$ cat config.mk
export PLATFORM = sky130hd
export DESIGN_NAME = lru_replacement_with_pinning_unit
export DESIGN_NICKNAME = d
export VERILOG_FILES = /design/src/rtl/core/lrup_pkg.sv /design/src/rtl/core/lrup_cell.sv /design/src/rtl/core/lru_replacement_with_pinning_unit.sv
export SDC_FILE = /design/constraint.sdc
export NUM_CORES = 1
export LEC_CHECK = 0
export ABC_AREA = 1
export BUFFER_PORTS_ARGS = -buffer_cell sky130_fd_sc_hd__buf_4
export CAP_MARGIN = 20
export CORE_ASPECT_RATIO = 0.75
export CORE_MARGIN = 1
export CORE_UTILIZATION = 55
export DETAILED_ROUTE_END_ITERATION = 7
export HOLD_SLACK_MARGIN = 0.05
export PLACE_DENSITY = 0.77
export SKIP_CTS_REPAIR_TIMING = 1
export SLEW_MARGIN = 20
export SYNTH_ARGS = -nofsm -noshare
export SYNTH_HDL_FRONTEND = slang
export SYNTH_SLANG_ARGS = --single-unit
$ cat constraint.sdc
create_clock -name clk -period 11.27 [get_ports clk]
set_clock_uncertainty 0.1 [all_clocks]
set_input_delay 0.5635 -clock clk [delete_from_list [all_inputs] [get_ports clk]]
set_output_delay 0.5635 -clock clk [all_outputs]
set_load 0.02 [all_outputs]
$ cat src/rtl/core/lrup_pkg.sv
// ----------------------------------------------------------------------------
// LRU with pinning: shared definitions
// Sizes, command and status codes, state type and the structs that pass
// between the control logic and the row of recency cells.
// ----------------------------------------------------------------------------
`default_nettype none

package lrup_pkg;

    // Table depth and page identifier width.
    localparam int ENTRIES = 16;
    localparam int PAGE_W  = 16;

    // Width of an entry count, which must hold ENTRIES itself.
    localparam int CNT_W   = $clog2(ENTRIES + 1);

    // Width of the capacity register.
    localparam int CAP_W   = 5;

    // Width used when comparing a count against the capacity.
    localparam int EC_W    = (CNT_W > CAP_W) ? CNT_W : CAP_W;

    // Command codes.
    localparam logic [1:0] CMD_ACCESS  = 2'd0;
    localparam logic [1:0] CMD_REMOVE  = 2'd1;
    localparam logic [1:0] CMD_SET_PIN = 2'd2;

    // Status codes.
    localparam logic [1:0] ST_OK        = 2'd0;
    localparam logic [1:0] ST_NOT_FOUND = 2'd1;
    localparam logic [1:0] ST_ALL_PINNED = 2'd2;

    // Sequencer states.
    typedef enum logic
    {
        S_IDLE,
        S_EXEC
    } state_t;

    // One table slot.
    typedef struct packed
    {
        logic              pin;
        logic [PAGE_W-1:0] page;
    } slot_t;

    // Control broadcast to every cell.
    typedef struct packed
    {
        logic              drop_hit;
        logic              drop_unp;
        logic              set_pin;
        logic              pin_val;
        logic [PAGE_W-1:0] key;
    } cell_ctl_t;

    // Values rippling from the least recent cell toward the most recent one.
    typedef struct packed
    {
        logic              hit_seen;
        logic              unp_seen;
        logic [PAGE_W-1:0] ev_page;
    } cell_chain_t;

endpackage : lrup_pkg

`default_nettype wire

$ cat src/rtl/core/lrup_cell.sv
// ----------------------------------------------------------------------------
// LRU with pinning: recency cell
// Holds one slot of the recency table, compares it with the key, passes the
// first-match and first-unpinned marks up the row, and takes its neighbor's
// slot when an entry at or below it is dropped.
// ----------------------------------------------------------------------------
`default_nettype none

module lrup_cell
    import lrup_pkg::*;
(
    input  wire logic        clk,
    input  wire logic        valid,      // slot lies below the entry count
    input  wire logic        load_en,    // this slot takes the new page
    input  wire cell_ctl_t   ctl,
    input  wire slot_t       neighbor,   // slot of the next more recent cell
    input  wire cell_chain_t chain_in,
    output cell_chain_t      chain_out,
    output slot_t            slot
);

    slot_t slot_reg;
    slot_t slot_next;
    logic  hit;
    logic  unp;
    logic  first_hit;
    logic  first_unp;
    logic  shift;

    // Match and eviction candidate marks, first occurrence along the row.
    always_comb
    begin
        hit       = valid && (slot_reg.page == ctl.key);
        unp       = valid && !slot_reg.pin;
        first_hit = hit && !chain_in.hit_seen;
        first_unp = unp && !chain_in.unp_seen;

        chain_out.hit_seen = chain_in.hit_seen | hit;
        chain_out.unp_seen = chain_in.unp_seen | unp;
        chain_out.ev_page  = chain_in.ev_page | (first_unp ? slot_reg.page : '0);
    end

    // Every cell at or above the dropped slot moves down by one.
    always_comb
    begin
        shift = (ctl.drop_hit && chain_out.hit_seen) ||
                (ctl.drop_unp && chain_out.unp_seen);

        slot_next = slot_reg;
        if (load_en)
        begin
            slot_next.page = ctl.key;
            slot_next.pin  = ctl.pin_val;
        end
        else if (shift)
        begin
            slot_next = neighbor;
        end
        else if (ctl.set_pin && first_hit)
        begin
            slot_next.pin = ctl.pin_val;
        end
    end

    // Slot storage; contents are undefined until first written.
    always_ff @(posedge clk)
    begin
        slot_reg <= slot_next;
    end

    assign slot = slot_reg;

endmodule : lrup_cell

`default_nettype wire

$ cat src/rtl/core/lru_replacement_with_pinning_unit.sv
// ----------------------------------------------------------------------------
// LRU replacement with pinning
// Recency table of page ids with pin marks, built as a row of cells ordered
// from least recent to most recent.
// ----------------------------------------------------------------------------
//
// Usage:
//   The slave stream (s_tvalid/s_tready/s_tdata) carries one command per
//   transaction: access, remove or set pin mark, with a page id and pin mark.
//   The master stream (m_tvalid/m_tready/m_tdata) returns exactly one result
//   per command: status, presence, eviction flag, evicted page, occupancy.
//   The capacity register is written through cfg_wr_en/cfg_wr_data; the user
//   must do so only while the block is idle, which the block does not enforce.
//   Values of zero act as one, values above the depth as the depth.
// Timing:
//   A command is taken in the idle cycle and executed in the next cycle, in
//   which all cells compare, pick and shift together; the result is visible
//   in the cycle after that. The block does not take a new command until the
//   previous one has executed and the sequencer is back in idle.
// Reset:
//   The table is empty, the capacity is the full depth and no result is held.
// Back-pressure:
//   A waiting result sits in the output register; a new command is accepted
//   in the cycle that the result is taken, and none while it is held.
//
`default_nettype none

module lru_replacement_with_pinning_unit
    import lrup_pkg::*;
(
    input  wire logic         clk,
    input  wire logic         rst_n,

    // Configuration: capacity register.
    input  wire logic         cfg_wr_en,
    input  wire logic [4:0]   cfg_wr_data,

    // Command stream.
    input  wire logic         s_tvalid,
    output logic              s_tready,
    input  wire logic [23:0]  s_tdata,   // command[1:0], page_id[17:2], pinned[18]

    // Result stream.
    output logic              m_tvalid,
    input  wire logic         m_tready,
    output logic [31:0]       m_tdata    // status[1:0], was_present[2], evicted[3],
                                         // evicted_page[19:4], occupancy[24:20]
);

    // ------------------------------------------------------------------
    // Registers
    // ------------------------------------------------------------------
    state_t            state_reg;
    state_t            state_next;
    logic [CAP_W-1:0]  cap_reg;
    logic [CNT_W-1:0]  count_reg;
    logic [CNT_W-1:0]  count_next;
    logic [1:0]        cmd_reg;
    logic [PAGE_W-1:0] key_reg;
    logic              pin_reg;
    logic              m_tvalid_reg;
    logic              m_tvalid_next;
    logic [31:0]       m_tdata_reg;
    logic [31:0]       m_tdata_next;

    logic              accept;
    logic              exec;

    // Cell row wiring.
    cell_ctl_t         ctl;
    cell_chain_t       chain [0:ENTRIES];
    slot_t             slots [0:ENTRIES];
    logic [ENTRIES-1:0] valid_vec;
    logic [ENTRIES-1:0] load_vec;

    // Decisions.
    logic              present;
    logic              any_unp;
    logic              full;
    logic              do_append;
    logic              do_evict;
    logic [CNT_W-1:0]  app_pos;
    logic [EC_W-1:0]   eff_cap;
    logic [1:0]        status;
    logic [PAGE_W-1:0] ev_page;

    // ------------------------------------------------------------------
    // Sequencer
    // ------------------------------------------------------------------
    always_ff @(posedge clk or negedge rst_n)
    begin
        if (!rst_n)
        begin
            state_reg <= S_IDLE;
        end
        else
        begin
            state_reg <= state_next;
        end
    end

    always_comb
    begin
        state_next = state_reg;
        s_tready   = 1'b0;
        exec       = 1'b0;
        case (state_reg)
            S_IDLE:
            begin
                s_tready = !m_tvalid_reg || m_tready;
                if (s_tvalid && s_tready)
                begin
                    state_next = S_EXEC;
                end
            end
            S_EXEC:
            begin
                exec       = 1'b1;
                state_next = S_IDLE;
            end
            default:
            begin
                state_next = S_IDLE;
            end
        endcase
    end

    assign accept = s_tvalid && s_tready;

    // ------------------------------------------------------------------
    // Command capture and capacity register
    // ------------------------------------------------------------------
    always_ff @(posedge clk)
    begin
        if (accept)
        begin
            cmd_reg <= s_tdata[1:0];
            key_reg <= s_tdata[PAGE_W+1:2];
            pin_reg <= s_tdata[PAGE_W+2];
        end
    end

    always_ff @(posedge clk or negedge rst_n)
    begin
        if (!rst_n)
        begin
            cap_reg <= CAP_W'(ENTRIES);
        end
        else if (cfg_wr_en)
        begin
            cap_reg <= cfg_wr_data;
        end
    end

    // Effective capacity: zero acts as one, above depth acts as depth.
    always_comb
    begin
        if (cap_reg == '0)
        begin
            eff_cap = EC_W'(1);
        end
        else if (EC_W'(cap_reg) > EC_W'(ENTRIES))
        begin
            eff_cap = EC_W'(ENTRIES);
        end
        else
        begin
            eff_cap = EC_W'(cap_reg);
        end
    end

    // ------------------------------------------------------------------
    // Cell row
    // ------------------------------------------------------------------
    assign chain[0]       = '0;
    assign slots[ENTRIES] = '0;

    genvar gi;
    generate
        for (gi = 0; gi < ENTRIES; gi++)
        begin : g_cell
            assign valid_vec[gi] = CNT_W'(gi) < count_reg;
            assign load_vec[gi]  = do_append && (app_pos == CNT_W'(gi));

            lrup_cell u_cell
            (
                .clk       (clk),
                .valid     (valid_vec[gi]),
                .load_en   (load_vec[gi]),
                .ctl       (ctl),
                .neighbor  (slots[gi+1]),
                .chain_in  (chain[gi]),
                .chain_out (chain[gi+1]),
                .slot      (slots[gi])
            );
        end
    endgenerate

    // ------------------------------------------------------------------
    // Command decode and table update
    // ------------------------------------------------------------------
    always_comb
    begin
        present   = chain[ENTRIES].hit_seen;
        any_unp   = chain[ENTRIES].unp_seen;
        full      = EC_W'(count_reg) >= eff_cap;

        ctl.key     = key_reg;
        ctl.pin_val = pin_reg;
        ctl.drop_hit = 1'b0;
        ctl.drop_unp = 1'b0;
        ctl.set_pin  = 1'b0;
        do_append = 1'b0;
        do_evict  = 1'b0;
        status    = ST_OK;
        count_next = count_reg;

        case (cmd_reg)
            CMD_ACCESS:
            begin
                if (present)
                begin
                    ctl.drop_hit = exec;
                    do_append    = exec;
                end
                else if (!full)
                begin
                    do_append  = exec;
                    count_next = count_reg + CNT_W'(1);
                end
                else if (any_unp)
                begin
                    do_evict     = 1'b1;
                    ctl.drop_unp = exec;
                    do_append    = exec;
                end
                else
                begin
                    status = ST_ALL_PINNED;
                end
            end
            CMD_REMOVE:
            begin
                if (present)
                begin
                    ctl.drop_hit = exec;
                    count_next   = count_reg - CNT_W'(1);
                end
                else
                begin
                    status = ST_NOT_FOUND;
                end
            end
            CMD_SET_PIN:
            begin
                if (present)
                begin
                    ctl.set_pin = exec;
                end
                else
                begin
                    status = ST_NOT_FOUND;
                end
            end
            default:
            begin
                status = ST_OK;
            end
        endcase

        // A drop frees the top slot, so the new page goes one lower.
        app_pos = (ctl.drop_hit || ctl.drop_unp) ? count_reg - CNT_W'(1) : count_reg;
        ev_page = do_evict ? chain[ENTRIES].ev_page : '0;
    end

    always_ff @(posedge clk or negedge rst_n)
    begin
        if (!rst_n)
        begin
            count_reg <= '0;
        end
        else if (exec)
        begin
            count_reg <= count_next;
        end
    end

    // ------------------------------------------------------------------
    // Result register
    // ------------------------------------------------------------------
    always_comb
    begin
        m_tvalid_next = m_tvalid_reg;
        m_tdata_next  = m_tdata_reg;
        if (m_tvalid_reg && m_tready)
        begin
            m_tvalid_next = 1'b0;
        end
        if (exec)
        begin
            m_tvalid_next = 1'b1;
            m_tdata_next  = '0;
            m_tdata_next[1:0]   = status;
            m_tdata_next[2]     = present;
            m_tdata_next[3]     = do_evict;
            m_tdata_next[19:4]  = ev_page;
            m_tdata_next[24:20] = 5'(count_next);
        end
    end

    always_ff @(posedge clk or negedge rst_n)
    begin
        if (!rst_n)
        begin
            m_tvalid_reg <= 1'b0;
        end
        else
        begin
            m_tvalid_reg <= m_tvalid_next;
        end
    end

    always_ff @(posedge clk)
    begin
        m_tdata_reg <= m_tdata_next;
    end

    assign m_tvalid = m_tvalid_reg;
    assign m_tdata  = m_tdata_reg;

`ifndef ASSERT_OFF
    // The entry count never exceeds the table depth.
    a_count_range : assert property (@(posedge clk) disable iff (!rst_n)
        count_reg <= CNT_W'(ENTRIES))
        else $error("entry count beyond table depth");

    // A result appears only right after an execute cycle.
    a_result_from_exec : assert property (@(posedge clk) disable iff (!rst_n)
        $rose(m_tvalid_reg) |-> $past(state_reg == S_EXEC))
        else $error("result raised without execute cycle");

    // A held result reports the current occupancy.
    a_occupancy_match : assert property (@(posedge clk) disable iff (!rst_n)
        m_tvalid_reg |-> (m_tdata_reg[24:20] == 5'(count_reg)))
        else $error("reported occupancy differs from entry count");

    // Every execute cycle leaves a result waiting.
    a_exec_result : assert property (@(posedge clk) disable iff (!rst_n)
        (state_reg == S_EXEC) |=> m_tvalid_reg)
        else $error("execute cycle produced no result");
`endif

endmodule : lru_replacement_with_pinning_unit

`default_nettype wire

==> summary.md <==
| Metric | Value |
|---|---|
| Slew Viols, Final | `0` |
| Count of state elements after synthesis | `328` |
| Switching share of power | `34.12%` |
| CP Class | `flip-flop to flip-flop` |
| Seq pwr share | `41.1%` |
| Post-synth EDFFs | `316` |
| Cells after Synth | `2948` |
| Die Wd | `235.4 um` |
| RSZ-0062 raised after global routing | `false` |
| Worst setup EP type | `flip-flop` |
| Clock share of power | `35.3%` |
| Slew @ Worst Pin | `1.163 ns` |
| Hold Crit Start | `s_tdata[0]` |
| First-pass GRT wire length | `121800 um` |
| Placed instance count | `3408` |
| DRT Wirelength | `81390 um` |
| Via-to-Cell Ratio | `6.356` |
| Clock-pin slew of the registers on the worst-case setup and hold paths | `0.06 ns` |
| Internal power contribution | `2.284 mW` |
| CTS H-tree lvls | `2` |
| Final antenna-violating net count | `0` |
| Nets | `2974` |
| Area of the die | `41680 sq um` |
| Max reg flops | `272` |
| Via count | `22090` |
| Worst path max stage delay | `0.92 ns` |
| Cell count of the worst hold path | `1` |
| Leak | `10.49 nW` |
| Synth async-reset ratio | `3.659%` |
| Worst vdd ir | `126.1 uV` |
| Hold Fails Final Rpt | `0` |
| Initial antenna violation count | `2` |
| Die Span Y | `177.1 um` |
| Fin crit period | `7.122 ns` |
| Wire length per cell | `23.42 um` |
| Number of global-route vias before repair | `20250` |
| Layout cells sized above 1 | `7.781%` |
| Starting density of the core | `56.35%` |
| Cell Rows | `63` |
| CP required | `11.34 ns` |
| Final worst slack | `4.148 ns` |
| CP cell instances | `buf_4, inv_1, nand2_1, nand2_1, nor2_1, nand2_1, nor2_1, nand3_2, nand4_1, nor2_1, nand4_1, nor2_1, nand4_1, nor2_2, nand4_2, nand3_2, nand2_4, nand2_1, nand3_2, nor2_8, buf_4, nand2_4, nand3_1` |
| CTS Root Cell | `clkbuf_16` |
| Largest net degree at the start of global routing | `40` |
| Crit path DAT | `7.19 ns` |
| Post-route cell area | `24230 sq um` |
| Peak Freq | `140.4 MHz` |
| Initial DRC Count | `3785` |
| Cells on worst reg2reg path | `23` |
| Sequential area share after synthesis | `43.56%` |
| CTS tree | `yes` |
| Sink Count | `328` |
| Cts bufs inserted | `37` |
| Reg2reg start | `key_reg[2]` |
| Core Box Area | `39890 sq um` |
| Clock latency on the worst-skew pair | `0.55 ns` |
| P per Cell Area | `143.1 nW/um^2` |
| Crit-path max FO | `37` |
| Pre-antenna DRT Iters | `7` |
| Non-filler cells, final | `3476` |
| Setup_tns | `0 ns` |
| Fill cell count | `3542` |
| R2R Setup Slk | `4.15 ns` |
| Worst Hold Class | `input port to flip-flop` |
| GP Congestion | `1.036` |
| Final Cycle Share | `63.19%` |
| Top FF cell, synth | `edfxtp_1` |
| Placed instance area | `23040 sq um` |
| Avg Cell Area, Syn | `7.624 sq um` |
| Layout area overhead | `7.821%` |
| CP max stage cell | `inv_1` |
| Slew margin rel. | `22.38%` |
| Synth cell types | `54` |
| Sw Pwr | `1.183 mW` |
| Max Root-Sink Buffers | `3` |
| All-layer global routing usage | `38.60%` |
| MaxCap Viol Count | `0` |
| Antenna cells | `0` |
| I/O pin count | `68` |
| Post-Place Setup Slack | `4.484 ns` |
| Drt drc | `0` |
| CP Launch Type | `flip-flop` |
| Logic pwr share | `23.6%` |
| Synth Cell Area | `22480 sq um` |
| Post-DP HPWL | `57440 um` |
| Yosys Warn Count | `0` |
| IO buf count | `55` |
| Total grt overflow | `0` |
| Worst Hold End | `cmd_reg[0]` |
| Finish-stage setup viols | `0` |
| Power Total | `3.467 mW` |
| RR Endpoint | `g_cell[10].u_cell.slot[12]` |
| Status | `finished, final reports clean` |
==> cells in the mapped netlist (9+ instances only) <==
cell type | instances | area, sq um
nand2_1 | 883 | 3314
a21oi_1 | 80 | 400.4
dfrtp_1 | 11 | 275.3
nand4_1 | 85 | 531.8
o221ai_1 | 13 | 113.9
nor2_1 | 263 | 987.2
nor4_1 | 72 | 450.4
buf_2 | 75 | 375.4
clkbuf_1 | 49 | 183.9
nand3_1 | 225 | 1126
o21ai_1 | 50 | 250.2
inv_1 | 258 | 968.4
xnor2_1 | 43 | 376.6
o2111ai_1 | 11 | 96.34
nand2_2 | 13 | 81.33
o22ai_1 | 10 | 62.56
or2_2 | 20 | 125.1
ha_1 | 12 | 150.1
o21ai_0 | 156 | 780.8
o211ai_1 | 9 | 67.56
nand3b_1 | 12 | 90.09
buf_4 | 23 | 172.7
edfxtp_1 | 316 | 9489
nor3_1 | 55 | 275.3
xor2_1 | 96 | 840.8
==> cells by family after synthesis <==
| kind of cell | count (synthesis) | synth area share (%) |
|---|---|---|
| adder cells (fa/ha/maj) | 12 | 0.6680 |
| AND/OR/NAND/NOR | 1684 | 33.38 |
| AO/OA/AOI/OAI | 352 | 8.768 |
| flip-flops | 328 | 43.56 |
| other | 1 | 0.01668 |
| XOR/XNOR | 139 | 5.417 |
| buffers and inverters | 432 | 8.189 |
==> power groups by stage <==
stage          logic (mW)  registers (mW)  clock network, mW
3_3_place_gp        0.760            1.45                  0
5_1_grt             0.862            1.43               1.26
4_1_cts             0.780            1.42               1.22
2_1_floorplan       0.500            1.44                  0
3_5_place_dp        0.776            1.45                  0
6_report            0.818            1.43               1.22
==> area by class of cell <==
cell class / count / area, sq um / area share, %
multi-input cells: 2194 / 10880 / 44.89
flip-flops and latches: 328 / 9791 / 40.40
inverters: 273 / 1026 / 4.234
clock buffers: 46 / 989.7 / 4.084
repair buffers: 94 / 708.2 / 2.922
well taps: 520 / 650.6 / 2.685
clock inverters: 21 / 188.9 / 0.7796
==> through the flow <==
stage               hold slack (ns)  utilization, %
finish                      0.08588           60.76
global route                0.07385           60.76
CTS                         -0.2625           60.72
detailed placement           0.3138           57.76
global placement             0.3086           57.75
floorplan                    0.1679               -
==> critical path: cells and delay by family, from the launching register on <==
kind,cells,cell delay [ns]
and+or+nand+nor,20,4.43
DFF,1,0.35
buffers and inverters,3,1.77
==> layer usage <==
layer	up-vias	share of wire, %	global-route usage (%)	routed length, um
met5	-	0	0	0
met4	0	3.9	13.67	3192
met3	249	16	11.37	12950
met2	1746	41	57.01	33500
met1	10220	39	53.79	31750
li1	9879	-	-	-
==> layout by cell type, fill, tap and decap left out, types with 55 or more instances in the layout <==
cell,netlist,final
o21ai_0,156,156
nor3_1,55,55
nor4_1,72,72
nand2_1,883,883
xor2_1,96,96
inv_1,258,258
nand4_1,85,85
buf_4,23,93
a21oi_1,80,80
nor2_1,263,258
nand3_1,225,225
edfxtp_1,316,316
==> worst max path at each step <==
stage,from,endpoint,slack (ns),cells past startpoint
floorplan,count_reg[1],g_cell[7].u_cell.slot[0],7.14,27
global placement,key_reg[2],g_cell[10].u_cell.slot[3],4.60,23
detailed placement,key_reg[2],g_cell[10].u_cell.slot[3],4.48,23
CTS,key_reg[2],g_cell[10].u_cell.slot[12],4.45,23
global route,key_reg[2],g_cell[14].u_cell.slot[12],3.84,23
finish,key_reg[2],g_cell[10].u_cell.slot[12],4.15,23
No activity file was read; power rests on OpenSTA's default activity.
